File: src/fbflg_pkg.sv
package fbflg_pkg;

   // delay line
   localparam int BUFFER_SIZE = 4096;
   localparam int ADDR_W      = $clog2(BUFFER_SIZE);
   localparam int FRAC_W      = 8;
   localparam int POS_W       = ADDR_W + FRAC_W;
   localparam int DELAY_W     = POS_W + 2;
   localparam logic [DELAY_W-1:0] DELAY_MAX = DELAY_W'((BUFFER_SIZE - 1) * (1 << FRAC_W));
   localparam logic [FRAC_W:0]    FRAC_ONE  = (FRAC_W + 1)'(1 << FRAC_W);

   // field widths
   localparam int SAMPLE_W = 24;
   localparam int DEPTH_W  = 11;
   localparam int PCT_W    = 7;
   localparam logic [PCT_W-1:0] PCT_MAX = PCT_W'(100);

   // shared multiplier
   localparam int MUL_A_W = 32;
   localparam int MUL_B_W = 18;
   localparam int MUL_P_W = MUL_A_W + MUL_B_W;

   // quarter wave sine polynomial, Q16
   localparam logic [16:0] SIN_A    = 17'd102944;
   localparam logic [16:0] SIN_B    = 17'd42334;
   localparam logic [16:0] SIN_C    = 17'd4926;
   localparam logic [16:0] SIN_ONE  = 17'd65536;
   localparam logic [15:0] SIN_MAX  = 16'd32767;
   localparam logic [15:0] SIN_HALF = 16'd32768;

   // feedback scaling: floor(p / 100) done on p + 100 * 2^23 as
   // (n * 0x51EB851F) >> 37, the reciprocal split in two 16-bit halves
   localparam int DIV_W     = 31;
   localparam int QUOT_W    = SAMPLE_W;
   localparam int RCP_LO_W  = 31;
   localparam int RCP_SUM_W = 45;
   localparam logic [16:0] RCP100_HI = 17'h051EB;
   localparam logic [16:0] RCP100_LO = 17'h0851F;
   localparam logic [31:0] FB_BIAS   = 32'd838860800;

   // lfo phase step per rate setting
   localparam int SAMPLE_RATE  = 48000;
   localparam int RATE_ENTRIES = 1 << PCT_W;
   localparam int RATE_BASE    = 100;
   localparam int RATE_SLOPE   = 99;
   localparam logic [63:0] STEP_DIV = 64'(1000) * 64'(SAMPLE_RATE);

   typedef logic [RATE_ENTRIES-1:0][31:0] step_table_type;

   function automatic step_table_type build_step_table();
      step_table_type t;
      logic [63:0]    num;
      for (int i = 0; i < RATE_ENTRIES; i++) begin
         num  = 64'(RATE_BASE + RATE_SLOPE * i) << 32;
         t[i] = 32'(num / STEP_DIV);
      end
      return t;
   endfunction

   localparam step_table_type STEP_TABLE = build_step_table();

   // configuration
   localparam int CSR_ADDR_W = 4;
   localparam int CSR_DATA_W = 32;

   typedef enum logic [1:0] {
      REG_DEPTH_SAMPLES    = 2'd0,
      REG_RATE_PERCENT     = 2'd1,
      REG_PREDELAY_SAMPLES = 2'd2,
      REG_FEEDBACK_PERCENT = 2'd3
   } csr_index_type;

   typedef struct packed {
      logic [DEPTH_W-1:0] depth_samples;
      logic [PCT_W-1:0]   rate_percent;
      logic [DEPTH_W-1:0] predelay_samples;
      logic [PCT_W-1:0]   feedback_percent;
   } cfg_type;

endpackage

File: src/fbflg_div.sv
module fbflg_div (
   input  logic                                    clock,
   input  logic                                    keep_lo,
   input  logic signed [fbflg_pkg::MUL_P_W-1:0]    prod,
   output logic [fbflg_pkg::QUOT_W-1:0]            quot
);
   import fbflg_pkg::*;

   logic [RCP_LO_W-1:0]  lo_ff, lo_in;
   logic [RCP_SUM_W-1:0] sum;

   // n * low half arrives first and is kept shifted down by 16,
   // then n * high half is added; the quotient is below 2^24 so the sum fits
   assign lo_in = prod[46:16];
   assign sum   = prod[RCP_SUM_W-1:0] + RCP_SUM_W'(lo_ff);
   assign quot  = sum[44:21];

   always_ff @(posedge clock) begin
      if (keep_lo) begin
         lo_ff <= lo_in;
      end
   end

endmodule

File: config.mk
export PLATFORM = sky130hd
export DESIGN_NAME = fbflg_div
export DESIGN_NICKNAME = d
export VERILOG_FILES = /design/src/fbflg_pkg.sv /design/src/fbflg_div.sv
export SDC_FILE = /design/constraint.sdc
export NUM_CORES = 1
export LEC_CHECK = 0
export ABC_AREA = 1
export BUFFER_PORTS_ARGS = -buffer_cell sky130_fd_sc_hd__buf_2
export CELL_PAD_IN_SITES_DETAIL_PLACEMENT = 0
export CELL_PAD_IN_SITES_GLOBAL_PLACEMENT = 1
export CORE_MARGIN = 3
export CORE_UTILIZATION = 42
export CTS_BUF_LIST = sky130_fd_sc_hd__clkbuf_4
export DETAILED_ROUTE_END_ITERATION = 8
export HOLD_SLACK_MARGIN = 0.05
export PLACE_DENSITY_LB_ADDON = 0.15
export SKIP_CTS_REPAIR_TIMING = 1
export SYNTH_ARGS = -nofsm -noshare
export SYNTH_HDL_FRONTEND = slang
export SYNTH_SLANG_ARGS = --single-unit
File: constraint.sdc
create_clock -name clock -period 4.5 [get_ports clock]
set_clock_uncertainty 0.2 [all_clocks]
set_input_delay 1.35 -clock clock [delete_from_list [all_inputs] [get_ports clock]]
set_output_delay 1.35 -clock clock [all_outputs]
set_load 0.005 [all_outputs]
==> summary.md <==
| Metric | Value |
|---|---|
| DP HPWL | approximately 10 mm |
| Final wirelength | 12.0 mm |
| Yosys reg bits | 31 |
| First-pass GRT wire length | roughly 18 mm |
| Die Area | 0.0106 mm2 |
| Core footprint | 0.00893 mm2 |
| Multiplexer share of the synthesized area | 0% |
| Adder-Cell Fraction of Synth Area | 9.47% |
| Crit path max fanout | 3 |
| Worst ir drop on vdd | approximately 0.14 mV |
| Place WS | -0.0346 ns |
| Simple-Gate Fraction of Synth Area | between 40 and 50% |
| H-tree levels | 2 |
| Average size of a mapped cell | 5.65 um2 |
| Dominant synthesized flop cell | edfxtp_1 |
| Layout Area Growth over Synthesis | 26.9% |
| Endpoints failing setup | 0 |
| Die Wd | 103 um |
| CP endpoint kind | primary output |
| Pwr Density | 212 mW/mm2 |
| CTS Root Cell | clkbuf_4 |
| Gr usage total | between 20% and 30% |
| Synthesized netlist cell count | 702 |
| Final ANT Viol Nets | 0 |
| Hold Path Sink | lo_ff[30] |
| Netlist cell types | 24 |
| Number of synthesized flops with an enable pin | 31 |
| IO Count | 76 |
| Routed vias/inst | 4.79 |
| Final Max Tran Viols | 0 |
| Detailed router's first-iteration violation count | around 170 |
| Ant diodes | 0 |
| Met2 WL | about 5.5 mm |
| Top Registers | lo_ff x31 |
| Buf+Inv Stages, Crit Path | 2 |
| Critical path class | primary input to primary output |
| Worst Path Required | just under 3 ns |
| HP Class | primary input to flip-flop |
| Slew margin rel. | between 40 and 50% |
| Post-synth top area share | roughly 29% |
| TritonRoute pass-1 iters | 5 |
| Initial antenna violation count | 0 |
| Type of origin of the critical path | primary input |
| Async SR Flop Fraction | 0% |
| DR WL met3 | 660 um |
| Sinks on Clock Net | 31 |
| Post-route design area | approximately 0.0050 mm2 |
| WP data arrival | ~2.9 ns |
| Min-delay src | prod[46] |
| Largest register FFs | 31 |
| Warnings, synthesis | 0 |
| Drc violations | 0 |
| Synth area leaders | nand2_1 29%, edfxtp_1 23%, inv_1 15% |
| Hold depth | 1 |
| Worst-Margin Slew | 0.762 ns |
| TritonCTS buffer count | 5 |
| Most frequent cell after synthesis | nand2_1 |
| Yosys top cell by area | nand2_1 |
| DR vias | about 4,300 |
| Post-synthesis xor/xnor area fraction | 1.55% |
| I/O Buffers | 72 |
| Final worst slack | about 0.09 ns |
| Mapped Area | 0.00397 mm2 |
| Hold Vio Cnt, Final | 0 |
| Max-cap viol count | 0 |
| Vias in the first global route | approximately 3,700 |
| Synth top cells by count | 303 x nand2_1, 158 x inv_1, 59 x nor2_1 |
| GR Overflow Total | 0 |
| Biggest register | lo_ff |
| Final worst path period share | 98.0% |
| Setup repair after global routing missed its margin | yes |
| Largest family of logic cells by synthesized area | simple AND/OR/NAND/NOR gates |
| RD Place Congestion | 0.890 |
| Clock Path Buffers | 2 |
| WL met1 | 5.70 mm |
| Nets | 876 |
| Min cycle time layout | 4.41 ns |
| Row cnt | 34 |
| Register clock-pin slew on the reported worst setup and hold paths | 0.12 ns |
| Leakage | between 2 and 3 nW |
| Slowest cell delay on critical path | 0.39 ns |
| Top Layer Used | met4 |
| Pin count of the biggest net entering global routing | 32 |
| Status | finished clean |
| CTS tree | yes |
| Dpl cell area | 0.00454 mm2 |
| Worst path top cell family by delay | simple AND/OR/NAND/NOR gates |
| Share of cells above drive strength 1 | 24.3% |
| Worst path slowest cell | ha_2 |
| Routed len/inst | between 10 and 15 um |
| Register area share after synthesis | 23.5% |
| Syn Nets | 784 |
| Effective utilization at floorplan | 44.4% |
| Worst-path cell chain | buf_2, ha_2, nand2_4, nor2_4, nand2_1, nor2_1, nand2_1, nand3_2, xor2_1, buf_2 |
| Die Height | 103 um |
| Synth Area in Compound Gates | 3.38% |
| Max Fclk | 0.227 GHz |
## metal layers
metal	up-vias	GRT usage (%)
met5	-	0
met4	0	2.29
met3	13	2.50
met2	121	38.4
met1	1888	30.2
li1	2305	-
## power breakdown
part           leakage [nW]  internal, mW  switching [mW]
logic                  2.56         0.208           0.326
registers             0.303         0.344          0.0136
clock network        0.0272        0.0597           0.116
total                  2.89         0.611           0.455
## stage by stage
stage / cells / total power [mW] / utilization [%] / TNS [ns] / hold WS [ns]
2_1_floorplan: 702 / 0.643 / - / 0 / 1.25
3_3_place_gp: 893 / 0.812 / 50.9 / -0.00858 / 1.33
3_5_place_dp: 893 / 0.818 / 50.9 / -0.0538 / 1.33
4_1_cts: 901 / 0.992 / 51.5 / -0.0957 / 0.967
5_1_grt: 903 / 1.15 / 56.3 / -0.0972 / 0.966
6_report: 903 / 1.07 / 56.3 / 0 / 0.976
## kinds of logic after synthesis
family | after synthesis
DFF | 31
xor gates and xnor gates | 7
buffers and inverters | 166
AOI/OAI and AO/OA | 24
adders and majority gates | 30
and+or+nand+nor | 444
## cell usage in the layout, fill, tap and decap left out, types with 2 or more instances in the layout
cell type / instances
a21oi_1: 9
a21oi_2: 6
buf_2: 72
buf_4: 13
clkbuf_4: 5
clkinvlp_4: 2
edfxtp_1: 31
ha_1: 14
ha_4: 15
inv_1: 158
inv_2: 7
nand2_1: 283
nand2_2: 25
nand2_4: 3
nand3_1: 34
nand3_2: 7
nand4_1: 11
nor2_1: 41
nor2_2: 19
nor2_4: 12
nor3_1: 3
o21ai_0: 2
o21ai_1: 2
o21bai_1: 3
xor2_1: 7
## cell type report
type,count,area (um2)
multi-input cells,505,2830
well taps,108,135
inverters,166,623
clock inverters,3,20.0
fillers,945,3900
clock buffers,5,37.5
repair buffers,85,458
flip-flops and latches,31,931
## worst max path at each step
stage / to / cells after the start / startpoint / slack (ns)
2_1_floorplan: quot[12] / 11 / prod[24] / 0.46
3_3_place_gp: quot[16] / 13 / prod[20] / -0.009
3_5_place_dp: quot[16] / 13 / prod[20] / -0.03
4_1_cts: quot[16] / 13 / prod[20] / -0.05
5_1_grt: quot[17] / 11 / prod[26] / -0.03
6_report: quot[1] / 10 / prod[20] / 0.09
No activity file was read; power rests on OpenSTA's default activity.
