### config.mk
export PLATFORM = sky130hd
export DESIGN_NAME = fbflg_csr
export DESIGN_NICKNAME = d
export VERILOG_FILES = /design/src/fbflg_pkg.sv /design/src/fbflg_csr.sv
export SDC_FILE = /design/constraint.sdc
export NUM_CORES = 1
export LEC_CHECK = 0
export ABC_AREA = 1
export BUFFER_PORTS_ARGS = -buffer_cell sky130_fd_sc_hd__buf_2
export CAP_MARGIN = 25
export CELL_PAD_IN_SITES_DETAIL_PLACEMENT = 1
export CELL_PAD_IN_SITES_GLOBAL_PLACEMENT = 1
export CORE_MARGIN = 5
export CORE_UTILIZATION = 28
export DETAILED_ROUTE_END_ITERATION = 12
export HOLD_SLACK_MARGIN = 0.08
export PLACE_DENSITY = 0.79
export SKIP_CTS_REPAIR_TIMING = 1
export SLEW_MARGIN = 20
export SYNTH_ARGS = -nofsm -noshare
export SYNTH_HDL_FRONTEND = slang
export SYNTH_SLANG_ARGS = --single-unit
### constraint.sdc
create_clock -name clock -period 1.25 [get_ports clock]
set_clock_uncertainty 0.15 [all_clocks]
set_input_delay 0.1875 -clock clock [delete_from_list [all_inputs] [get_ports clock]]
set_output_delay 0.1875 -clock clock [all_outputs]
set_load 0.005 [all_outputs]
### src/fbflg_pkg.sv
package fbflg_pkg;

   // delay line
   localparam int BUFFER_SIZE = 4096;
   localparam int ADDR_W      = $clog2(BUFFER_SIZE);
   localparam int FRAC_W      = 8;
   localparam int POS_W       = ADDR_W + FRAC_W;
   localparam int DELAY_W     = POS_W + 2;
   localparam logic [DELAY_W-1:0] DELAY_MAX = DELAY_W'((BUFFER_SIZE - 1) * (1 << FRAC_W));
   localparam logic [FRAC_W:0]    FRAC_ONE  = (FRAC_W + 1)'(1 << FRAC_W);

   // field widths
   localparam int SAMPLE_W = 24;
   localparam int DEPTH_W  = 11;
   localparam int PCT_W    = 7;
   localparam logic [PCT_W-1:0] PCT_MAX = PCT_W'(100);

   // shared multiplier
   localparam int MUL_A_W = 32;
   localparam int MUL_B_W = 18;
   localparam int MUL_P_W = MUL_A_W + MUL_B_W;

   // quarter wave sine polynomial, Q16
   localparam logic [16:0] SIN_A    = 17'd102944;
   localparam logic [16:0] SIN_B    = 17'd42334;
   localparam logic [16:0] SIN_C    = 17'd4926;
   localparam logic [16:0] SIN_ONE  = 17'd65536;
   localparam logic [15:0] SIN_MAX  = 16'd32767;
   localparam logic [15:0] SIN_HALF = 16'd32768;

   // feedback scaling: floor(p / 100) done on p + 100 * 2^23 as
   // (n * 0x51EB851F) >> 37, the reciprocal split in two 16-bit halves
   localparam int DIV_W     = 31;
   localparam int QUOT_W    = SAMPLE_W;
   localparam int RCP_LO_W  = 31;
   localparam int RCP_SUM_W = 45;
   localparam logic [16:0] RCP100_HI = 17'h051EB;
   localparam logic [16:0] RCP100_LO = 17'h0851F;
   localparam logic [31:0] FB_BIAS   = 32'd838860800;

   // lfo phase step per rate setting
   localparam int SAMPLE_RATE  = 48000;
   localparam int RATE_ENTRIES = 1 << PCT_W;
   localparam int RATE_BASE    = 100;
   localparam int RATE_SLOPE   = 99;
   localparam logic [63:0] STEP_DIV = 64'(1000) * 64'(SAMPLE_RATE);

   typedef logic [RATE_ENTRIES-1:0][31:0] step_table_type;

   function automatic step_table_type build_step_table();
      step_table_type t;
      logic [63:0]    num;
      for (int i = 0; i < RATE_ENTRIES; i++) begin
         num  = 64'(RATE_BASE + RATE_SLOPE * i) << 32;
         t[i] = 32'(num / STEP_DIV);
      end
      return t;
   endfunction

   localparam step_table_type STEP_TABLE = build_step_table();

   // configuration
   localparam int CSR_ADDR_W = 4;
   localparam int CSR_DATA_W = 32;

   typedef enum logic [1:0] {
      REG_DEPTH_SAMPLES    = 2'd0,
      REG_RATE_PERCENT     = 2'd1,
      REG_PREDELAY_SAMPLES = 2'd2,
      REG_FEEDBACK_PERCENT = 2'd3
   } csr_index_type;

   typedef struct packed {
      logic [DEPTH_W-1:0] depth_samples;
      logic [PCT_W-1:0]   rate_percent;
      logic [DEPTH_W-1:0] predelay_samples;
      logic [PCT_W-1:0]   feedback_percent;
   } cfg_type;

endpackage

### src/fbflg_csr.sv
module fbflg_csr (
   input  logic                                clock,
   input  logic                                reset,
   input  logic                                psel,
   input  logic                                penable,
   input  logic                                pwrite,
   input  logic [fbflg_pkg::CSR_ADDR_W-1:0]    paddr,
   input  logic [fbflg_pkg::CSR_DATA_W-1:0]    pwdata,
   output logic [fbflg_pkg::CSR_DATA_W-1:0]    prdata,
   output logic                                pready,
   output fbflg_pkg::cfg_type                  cfg
);
   import fbflg_pkg::*;

   cfg_type       cfg_ff, cfg_in;
   csr_index_type index;

   assign index  = csr_index_type'(paddr[CSR_ADDR_W-1:2]);
   assign pready = 1'b1;
   assign cfg    = cfg_ff;

   always_comb begin
      cfg_in = cfg_ff;
      if (psel && penable && pwrite) begin
         case (index)
            REG_DEPTH_SAMPLES:    cfg_in.depth_samples    = pwdata[DEPTH_W-1:0];
            REG_RATE_PERCENT:     cfg_in.rate_percent     = pwdata[PCT_W-1:0];
            REG_PREDELAY_SAMPLES: cfg_in.predelay_samples = pwdata[DEPTH_W-1:0];
            REG_FEEDBACK_PERCENT: cfg_in.feedback_percent = pwdata[PCT_W-1:0];
            default:              cfg_in = cfg_ff;
         endcase
      end
   end

   always_comb begin
      case (index)
         REG_DEPTH_SAMPLES:    prdata = CSR_DATA_W'(cfg_ff.depth_samples);
         REG_RATE_PERCENT:     prdata = CSR_DATA_W'(cfg_ff.rate_percent);
         REG_PREDELAY_SAMPLES: prdata = CSR_DATA_W'(cfg_ff.predelay_samples);
         REG_FEEDBACK_PERCENT: prdata = CSR_DATA_W'(cfg_ff.feedback_percent);
         default:              prdata = '0;
      endcase
   end

   always_ff @(posedge clock) begin
      if (reset) begin
         cfg_ff <= '0;
      end else begin
         cfg_ff <= cfg_in;
      end
   end

endmodule

==> results.py <==
metrics = {
    "outcome": {
        "status": "complete, but fails checks",
        "violations": "negative setup slack",
    },
    "timing": {
        "slew_violations": 0,
        "setup_ws_ns": -0.0147,
        "hold_violations": 0,
        "setup_viol": 6,
        "grt_setup_unrepaired": "yes",
        "min_period_over_period_pct": 101,
        "min_period_ns": 1.26,
        "finalSetupTns_ns": -0.0332,
        "fmax_ghz": 0.791,
    },
    "final_layout": {
        "largest_reg_flops": 36,
        "final_area_mm2": 0.00264,
        "antenna_cells": 0,
        "syn_to_final_growth_pct": 40.5,
        "drive_gt1_share_pct": 40.7,
        "finish.net_count": 422,
    },
    "worst_setup_path": {
        "cp_max_fo": 5,
        "crit_path_end": "prdata[6]",
        "worstReg2RegEnd": "cfg[8]",
        "r2r_start": "cfg[8]",
        "cp.arrival_ns": 0.93,
        "crit_start": "paddr[3]",
        "r2r_slack_ns": 0.40,
        "path_class": "in -> out",
        "ff2ff_path_depth": 3,
        "end_kind": "primary output",
        "critPathLaunchType": "primary input",
        "cp.required_ns": 0.91,
    },
    "min_path": {
        "hold_class": "in -> reg",
        "whs_path_depth": 5,
    },
    "grt": {
        "track_usage_pct": 13.9,
        "use_met2_pct": 23.6,
        "grt_pass1_vias": 1955,
        "grt_pass1_wl_mm": 9.62,
        "grtUsageMet1_pct": 17.7,
        "grtUsageMet3_pct": 3.68,
        "antenna_found_initial": 0,
        "grt_max_degree": 37,
        "grt_most_used_layer": "met2",
        "overflow": 0,
    },
    "pwr": {
        "ir_drop_mv": 0.335,
        "pwr_density_cell_mw_per_mm2": 900,
        "leakage_nw": 1.38,
        "power_mw": 2.38,
    },
    "drt": {
        "drc": 0,
        "dr_total_vias": 2053,
        "wl_mm": 6.38,
        "wl_per_cell_um": 13.9,
        "via_per_inst": 4.48,
        "antenna_left": 0,
        "dr.pass1.iters": 4,
        "initialDrtViolationCount": 82,
    },
    "synth": {
        "async_reset_ff_share_pct": 0,
        "syn_area_per_cell_um2": 6.55,
        "synth_seq_area_share_pct": 38.3,
        "syn_inst": 287,
        "synth_most_common_cell": "nor2_1",
        "synth_commonest_cells": "nor2_1 (75), nand2_1 (69), nand3_1 (37)",
        "netlist_area_mm2": 0.00188,
        "synth.distinct_cells": 17,
        "synth-seq-cells": 36,
        "synth_edf_count": 0,
        "yosys_warnings": 0,
        "synth_area_leaders": "dfxtp_1 (38%), nor2_1 (15%), nand2_1 (14%)",
        "synth_flop_cell": "dfxtp_1",
        "netlist.area_leader.share_pct": 38.3,
        "yosysTopAreaCell": "dfxtp_1",
    },
    "floorplanning": {
        "io_pins": 110,
        "start_util_pct": 29.3,
        "fp.dieH_um": 91.9,
        "dieArea_mm2": 0.00845,
        "core_mm2": 0.00642,
        "fp-row-count": 29,
        "die_x_um": 91.9,
    },
    "placed_design": {
        "place_area_mm2": 0.00236,
        "pre_cts_ws_ns": -0.0957,
        "place_congestion": 0.733,
        "numPortBuffers": 64,
        "hpwl_mm": 4.49,
    },
    "job": {
        "cap_violations": 0,
    },
    "clocking": {
        "htree_num_levels": 2,
        "clkSinkCount": 36,
        "cts_tree": "yes",
        "clk_pin_slew_ns": 0.07,
        "clk-insertion-delay-late_ns": 0.28,
        "cts_made_buffers": 5,
        "cts_max_path_buffers": 2,
        "root_buffer": "clkbuf_8",
    },
}
==> metrics by stage <==
stage	cells	utilization (%)	hold WS, ns
floorplan	307	-	0.270
global placement	438	36.7	0.337
detailed placement	438	36.7	0.341
CTS	445	37.9	0.0844
global route	458	41.1	0.118
finish	458	41.1	0.0948
==> cell usage in the layout (no fill, tap or decap) <==
master    Yosys  routed
buf_6         1       5
nand2_2       0       4
dfxtp_2       0      32
clkinv_2      0       1
buf_2         5      64
nor2_4        1       4
nor2_1       75      74
clkinv_1      1       1
clkbuf_1      2       1
nand4_1       7       7
nand2_4       0       1
nand2_1      69      64
buf_12        0       4
nor2_2        4       2
nand3_1      37      37
a22o_1        4       4
buf_4        27      30
conb_1        2      22
inv_2         3       1
inv_4         0       2
dfxtp_1      36       4
clkbuf_8      0       5
inv_1        12      12
==> how the worst min path moves through the flow <==
stage | from | endpoint | slack, ns
6_report | pwdata[7] | cfg[32] | 0.09
5_1_grt | pwdata[7] | cfg[14] | 0.12
4_1_cts | pwdata[9] | cfg[34] | 0.08
3_5_place_dp | cfg[6] | cfg[6] | 0.34
3_3_place_gp | cfg[6] | cfg[6] | 0.34
2_1_floorplan | pwdata[7] | cfg[14] | 0.27
==> layer usage <==
layer	up-vias	routed length [um]
li1	1038	-
met1	960	2900
met2	53	3070
met3	2	385
met4	0	20
met5	-	0
==> worst max-delay path, stage by stage <==
cell,delay (ns)
buf_12,0.11
inv_4,0.04
nor2_4,0.16
buf_6,0.15
nand2_1,0.05
nand4_1,0.10
buf_2,0.12
==> cell families after synthesis <==
group / synth area share (%)
simple gates: 42.9
buf+inv: 16.5
flops: 38.3
compound gates: 1.86
other cells: 0.400
==> power by group <==
| group | switching, mW | total [mW] | internal (mW) |
|---|---|---|---|
| combinational | 0.223 | 0.395 | 0.172 |
| clock | 0.408 | 0.787 | 0.379 |
| sequential | 0.0181 | 1.19 | 1.18 |
==> area by class of cell <==
cell class / count / area, um2
Timing Repair Buffer: 103 / 682
Sequential cell: 36 / 761
Clock inverter: 1 / 5.00
Clock buffer: 6 / 72.6
Fill cell: 864 / 3780
Multi-Input combinational cell: 219 / 958
Tap cell: 77 / 96.3
Inverter: 16 / 65.1
(Power assumes the default switching activity.)
