**config.mk**
```make
export PLATFORM = sky130hd
export DESIGN_NAME = fbflg_mul
export DESIGN_NICKNAME = d
export VERILOG_FILES = /design/src/fbflg_pkg.sv /design/src/fbflg_mul.sv
export SDC_FILE = /design/constraint.sdc
export NUM_CORES = 2
export LEC_CHECK = 0
export BUFFER_PORTS_ARGS = -buffer_cell sky130_fd_sc_hd__buf_2
export CAP_MARGIN = 30
export CORE_MARGIN = 2
export CORE_UTILIZATION = 50
export DETAILED_ROUTE_END_ITERATION = 10
export PLACE_DENSITY = 0.73
export SETUP_SLACK_MARGIN = 0.2
export SLEW_MARGIN = 40
export SYNTH_ARGS = -nofsm -noshare
export SYNTH_HDL_FRONTEND = slang
export SYNTH_SLANG_ARGS = --single-unit
```
**constraint.sdc**
```tcl
create_clock -name clock -period 16.66 [get_ports clock]
set_input_delay 4.998 -clock clock [delete_from_list [all_inputs] [get_ports clock]]
set_output_delay 4.998 -clock clock [all_outputs]
set_load 0.005 [all_outputs]
```
**src/fbflg_pkg.sv**
```systemverilog
package fbflg_pkg;

   // delay line
   localparam int BUFFER_SIZE = 4096;
   localparam int ADDR_W      = $clog2(BUFFER_SIZE);
   localparam int FRAC_W      = 8;
   localparam int POS_W       = ADDR_W + FRAC_W;
   localparam int DELAY_W     = POS_W + 2;
   localparam logic [DELAY_W-1:0] DELAY_MAX = DELAY_W'((BUFFER_SIZE - 1) * (1 << FRAC_W));
   localparam logic [FRAC_W:0]    FRAC_ONE  = (FRAC_W + 1)'(1 << FRAC_W);

   // field widths
   localparam int SAMPLE_W = 24;
   localparam int DEPTH_W  = 11;
   localparam int PCT_W    = 7;
   localparam logic [PCT_W-1:0] PCT_MAX = PCT_W'(100);

   // shared multiplier
   localparam int MUL_A_W = 32;
   localparam int MUL_B_W = 18;
   localparam int MUL_P_W = MUL_A_W + MUL_B_W;

   // quarter wave sine polynomial, Q16
   localparam logic [16:0] SIN_A    = 17'd102944;
   localparam logic [16:0] SIN_B    = 17'd42334;
   localparam logic [16:0] SIN_C    = 17'd4926;
   localparam logic [16:0] SIN_ONE  = 17'd65536;
   localparam logic [15:0] SIN_MAX  = 16'd32767;
   localparam logic [15:0] SIN_HALF = 16'd32768;

   // feedback scaling: floor(p / 100) done on p + 100 * 2^23 as
   // (n * 0x51EB851F) >> 37, the reciprocal split in two 16-bit halves
   localparam int DIV_W     = 31;
   localparam int QUOT_W    = SAMPLE_W;
   localparam int RCP_LO_W  = 31;
   localparam int RCP_SUM_W = 45;
   localparam logic [16:0] RCP100_HI = 17'h051EB;
   localparam logic [16:0] RCP100_LO = 17'h0851F;
   localparam logic [31:0] FB_BIAS   = 32'd838860800;

   // lfo phase step per rate setting
   localparam int SAMPLE_RATE  = 48000;
   localparam int RATE_ENTRIES = 1 << PCT_W;
   localparam int RATE_BASE    = 100;
   localparam int RATE_SLOPE   = 99;
   localparam logic [63:0] STEP_DIV = 64'(1000) * 64'(SAMPLE_RATE);

   typedef logic [RATE_ENTRIES-1:0][31:0] step_table_type;

   function automatic step_table_type build_step_table();
      step_table_type t;
      logic [63:0]    num;
      for (int i = 0; i < RATE_ENTRIES; i++) begin
         num  = 64'(RATE_BASE + RATE_SLOPE * i) << 32;
         t[i] = 32'(num / STEP_DIV);
      end
      return t;
   endfunction

   localparam step_table_type STEP_TABLE = build_step_table();

   // configuration
   localparam int CSR_ADDR_W = 4;
   localparam int CSR_DATA_W = 32;

   typedef enum logic [1:0] {
      REG_DEPTH_SAMPLES    = 2'd0,
      REG_RATE_PERCENT     = 2'd1,
      REG_PREDELAY_SAMPLES = 2'd2,
      REG_FEEDBACK_PERCENT = 2'd3
   } csr_index_type;

   typedef struct packed {
      logic [DEPTH_W-1:0] depth_samples;
      logic [PCT_W-1:0]   rate_percent;
      logic [DEPTH_W-1:0] predelay_samples;
      logic [PCT_W-1:0]   feedback_percent;
   } cfg_type;

endpackage

```
**src/fbflg_mul.sv**
```systemverilog
module fbflg_mul (
   input  logic                                    clock,
   input  logic                                    en,
   input  logic signed [fbflg_pkg::MUL_A_W-1:0]    a,
   input  logic signed [fbflg_pkg::MUL_B_W-1:0]    b,
   output logic signed [fbflg_pkg::MUL_P_W-1:0]    prod
);
   import fbflg_pkg::*;

   logic signed [MUL_P_W-1:0] prod_ff, prod_in;

   assign prod_in = MUL_P_W'(a) * MUL_P_W'(b);
   assign prod    = prod_ff;

   always_ff @(posedge clock) begin
      if (en) begin
         prod_ff <= prod_in;
      end
   end

endmodule

```
==> report_table.html <==
<table>
<tr><th>Metric</th><th>Value</th></tr>
<tr><th colspan="2">Outcome</th></tr>
<tr><td>Outcome</td><td>completed</td></tr>
<tr><th colspan="2">Yosys</th></tr>
<tr><td>Ys async rst share</td><td>0%</td></tr>
<tr><td>Mux cell area share after synthesis</td><td>0.0469%</td></tr>
<tr><td>Predominant post-synthesis flop cell</td><td>edfxtp_1</td></tr>
<tr><td>Number of warnings reported in the yosys synthesis log</td><td>0</td></tr>
<tr><td>Post-synth cell types</td><td>56</td></tr>
<tr><td>Register bit total from synthesis</td><td>50</td></tr>
<tr><td>Main combinational cell family by area after synthesis</td><td>adder cells</td></tr>
<tr><td>Area share of and/or/nand/nor cells after synthesis</td><td>14.7%</td></tr>
<tr><td>Summed instance area of the synthesized netlist</td><td>0.0213 mm2</td></tr>
<tr><td>Post-synth EDFFs</td><td>50</td></tr>
<tr><td>Fraction of the yosys area taken by sequential cells</td><td>7.04%</td></tr>
<tr><td>Count of mapped cells out of synthesis</td><td>2296</td></tr>
<tr><td>Compound-Gate Fraction of Synth Area</td><td>4.34%</td></tr>
<tr><td>Arithmetic-cell share of the synthesized area counting full adders, half adders and majority gates</td><td>59.0%</td></tr>
<tr><td>Post-synthesis average cell area</td><td>9.29 um2</td></tr>
<tr><td>Post-Syn Nets</td><td>3022</td></tr>
<tr><td>XOR/XNOR share of the synthesized area</td><td>2.05%</td></tr>
<tr><th colspan="2">GRT</th></tr>
<tr><td>Largest net degree at the start of global routing</td><td>51</td></tr>
<tr><td>First-pass GRT wire length</td><td>90400 um</td></tr>
<tr><td>Total global-route track usage</td><td>26.6%</td></tr>
<tr><td>Layer with the highest usage</td><td>met2</td></tr>
<tr><td>GR Util met2</td><td>45.3%</td></tr>
<tr><td>Vias in the first global route</td><td>17400</td></tr>
<tr><td>Initial antenna violation count</td><td>5</td></tr>
<tr><td>Met3 track utilization from global routing</td><td>5.44%</td></tr>
<tr><td>Met1 capacity usage during global routing</td><td>33.3%</td></tr>
<tr><td>Total congestion overflow after global routing</td><td>0</td></tr>
<tr><th colspan="2">Critical path</th></tr>
<tr><td>Kind of start point of the critical path</td><td>input port</td></tr>
<tr><td>Most used cell along the critical path</td><td>fa_1</td></tr>
<tr><td>Data required time at the worst endpoint</td><td>16.76 ns</td></tr>
<tr><td>Type of element capturing the critical path</td><td>register</td></tr>
<tr><td>Maximum fanout along the worst path</td><td>32</td></tr>
<tr><td>Worst path buffer plus inverter count</td><td>4</td></tr>
<tr><td>Cells traversed along the worst timing path</td><td>buf_2, nand2_1, fa_1, inv_1, fa_1, fa_1, fa_1, fa_1, inv_1, fa_1, inv_1, ha_1, nand2_1, nor2_1, nand4_1, a2111oi_4, or3b_4, o21ai_1, a31oi_1, mux2i_1, nand2_1</td></tr>
<tr><td>Classification of the worst setup path</td><td>input port to register</td></tr>
<tr><td>CP arrival</td><td>11.60 ns</td></tr>
<tr><td>Cell type of the slowest stage on the worst timing path</td><td>buf_2</td></tr>
<tr><td>Kind of cell adding the most delay to the critical path</td><td>adder cells</td></tr>
<tr><td>CP peak stage delay</td><td>0.63 ns</td></tr>
<tr><th colspan="2">Floorplanning</th></tr>
<tr><td>DIE AREA</td><td>0.0443 mm2</td></tr>
<tr><td>Floorplan core area</td><td>0.0420 mm2</td></tr>
<tr><td>I/O pin count</td><td>102</td></tr>
<tr><td>Floorplan die width</td><td>211 um</td></tr>
<tr><td>Y dimension of the die</td><td>211 um</td></tr>
<tr><td>Standard-cell rows</td><td>75</td></tr>
<tr><td>Initial core utilization</td><td>50.7%</td></tr>
<tr><th colspan="2">Clocking</th></tr>
<tr><td>Count of H-tree levels built during CTS</td><td>2</td></tr>
<tr><td>Number of buffers inserted for hold repair after clock tree synthesis</td><td>0</td></tr>
<tr><td>CTS Root Cell</td><td>clkbuf_16</td></tr>
<tr><td>Setup repair bufs after CTS</td><td>0</td></tr>
<tr><td>Clock buffer count from CTS</td><td>5</td></tr>
<tr><td>Clock edge transition at the registers on the reported setup and hold paths</td><td>0.08 ns</td></tr>
<tr><td>Maximum number of buffers from clock root to sink</td><td>2</td></tr>
<tr><td>Number of gates resized after cts</td><td>0</td></tr>
<tr><td>TritonCTS clock tree</td><td>built</td></tr>
<tr><td>Sinks on the clock net</td><td>50</td></tr>
<tr><th colspan="2">Finish</th></tr>
<tr><td>Share of cells above drive strength 1</td><td>5.34%</td></tr>
<tr><td>Growth of design area from synthesis to finish</td><td>4.69%</td></tr>
<tr><td>Largest register FFs</td><td>50</td></tr>
<tr><td>Design area</td><td>0.0223 mm2</td></tr>
<tr><td>Number of non-filler instances in the completed layout</td><td>2846</td></tr>
<tr><td>Post-layout net count</td><td>3031</td></tr>
<tr><th colspan="2">Drt</th></tr>
<tr><td>Number of remaining DRC errors</td><td>0</td></tr>
<tr><td>Total vias in the final route</td><td>15300</td></tr>
<tr><td>Via density per instance</td><td>5.36</td></tr>
<tr><td>Post-detailed-route count of antenna-violating nets</td><td>0</td></tr>
<tr><td>Length of the first detailed-routing pass in iterations</td><td>5</td></tr>
<tr><td>Routed len/inst</td><td>19.0 um</td></tr>
<tr><td>Detailed-route wire length</td><td>54100 um</td></tr>
<tr><td>1st-iter DRT viols</td><td>920</td></tr>
<tr><th colspan="2">STA</th></tr>
<tr><td>Max-slew violation total from the final report</td><td>0</td></tr>
<tr><td>Number of hold violations in the final report</td><td>0</td></tr>
<tr><td>Remaining max-slew budget at the tightest pin</td><td>40.8%</td></tr>
<tr><td>Final TNS setup</td><td>0 ns</td></tr>
<tr><td>Final setup viols</td><td>0</td></tr>
<tr><td>Unrepaired setup endpoints after global routing</td><td>false</td></tr>
<tr><td>Worst-margin pin slew</td><td>0.888 ns</td></tr>
<tr><td>Portion of the clock cycle consumed by the worst path in the final layout</td><td>69.0%</td></tr>
<tr><td>Peak Freq</td><td>87.0 MHz</td></tr>
<tr><td>Min cycle time layout</td><td>11.50 ns</td></tr>
<tr><th colspan="2">Placement</th></tr>
<tr><td>Placement-stage cell area</td><td>0.0222 mm2</td></tr>
<tr><td>Placed Instances</td><td>2837</td></tr>
<tr><td>HPWL after DPL</td><td>42800 um</td></tr>
<tr><td>Final weighted congestion of routability-driven global placement</td><td>0.869</td></tr>
<tr><td>Number of port buffers</td><td>101</td></tr>
<tr><th colspan="2">Flow run</th></tr>
<tr><td>Number of max-cap violations</td><td>0</td></tr>
<tr><th colspan="2">Worst hold path</th></tr>
<tr><td>Worst min-delay path class</td><td>input port to register</td></tr>
</table>
## synthesized netlist by cell type (2+ instances only)
cell      instances  area (um2)
inv_1           623        2340
fa_1            553       11100
nand2_1         340        1280
and2_1          231        1450
ha_1            121        1510
clkbuf_1         99         372
edfxtp_1         50        1500
a21oi_1          45         225
nor2_1           44         165
xnor2_1          35         307
a21o_1           16         120
o21ai_0          16        80.1
xor2_1           15         131
nand2b_1         14        87.6
a31oi_1           9        56.3
o21a_1            7        52.6
o21ai_1           7        35.0
nor3_1            6        30.0
o211ai_1          6        45.0
o21bai_1          6        45.0
a211oi_1          4        30.0
nand3_1           4        20.0
nand4_1           4        25.0
and3_1            3        18.8
nor2b_1           3        18.8
a311o_1           2        20.0
a311oi_1          2        17.5
buf_1             2        7.51
o21ai_2           2        17.5
## routing by layer
metal / up-vias / share of wire, %
met5: - / 0.074
met4: 6 / 4.2
met3: 136 / 7.7
met2: 597 / 50
met1: 7933 / 38
li1: 6587 / -
## kinds of logic after synthesis
kind of cell | Yosys count
compound gates | 139
xor+xnor | 50
fa+ha+maj | 674
buf+inv | 726
flops | 50
mux | 1
simple gates | 656
## stage by stage
stage / worst slack [ns] / util [%] / hold WS, ns
2_1_floorplan: 5.73 / - / 5.11
3_3_place_gp: 4.78 / 52.7 / 5.39
3_5_place_dp: 4.91 / 52.7 / 5.39
4_1_cts: 5.29 / 53.1 / 5.25
5_1_grt: 4.84 / 53.1 / 5.26
6_report: 5.16 / 53.1 / 5.26
## area by class of cell
type,instances,area [um2]
clock inverter,2,33.8
timing repair buffer,104,528
inverter,624,2340
antenna,2,5.00
multi-input combinational,1520,17100
fill,3752,19700
clock buffer,5,125
sequential,50,1500
tap,539,674
## cells in the final DEF, fill, tap and decap left out, types with 16 or more instances in the layout
cell type / count
edfxtp_1: 50
xnor2_1: 35
a21o_1: 16
and2_1: 231
fa_1: 553
ha_1: 121
a21oi_1: 45
o21ai_0: 16
inv_1: 623
nand2_1: 340
nor2_1: 44
buf_2: 101
## final timing paths
path	cells past startpoint	slack [ns]	end	from
worst max-delay path	21	5.16	prod[47]$_DFFE_PP_	b[10]
worst min-delay path	2	5.26	prod[0]$_DFFE_PP_	a[0]
Power is not shown: default switching activity piles up to over one toggle a cycle in this logic, so the estimate is an artifact.
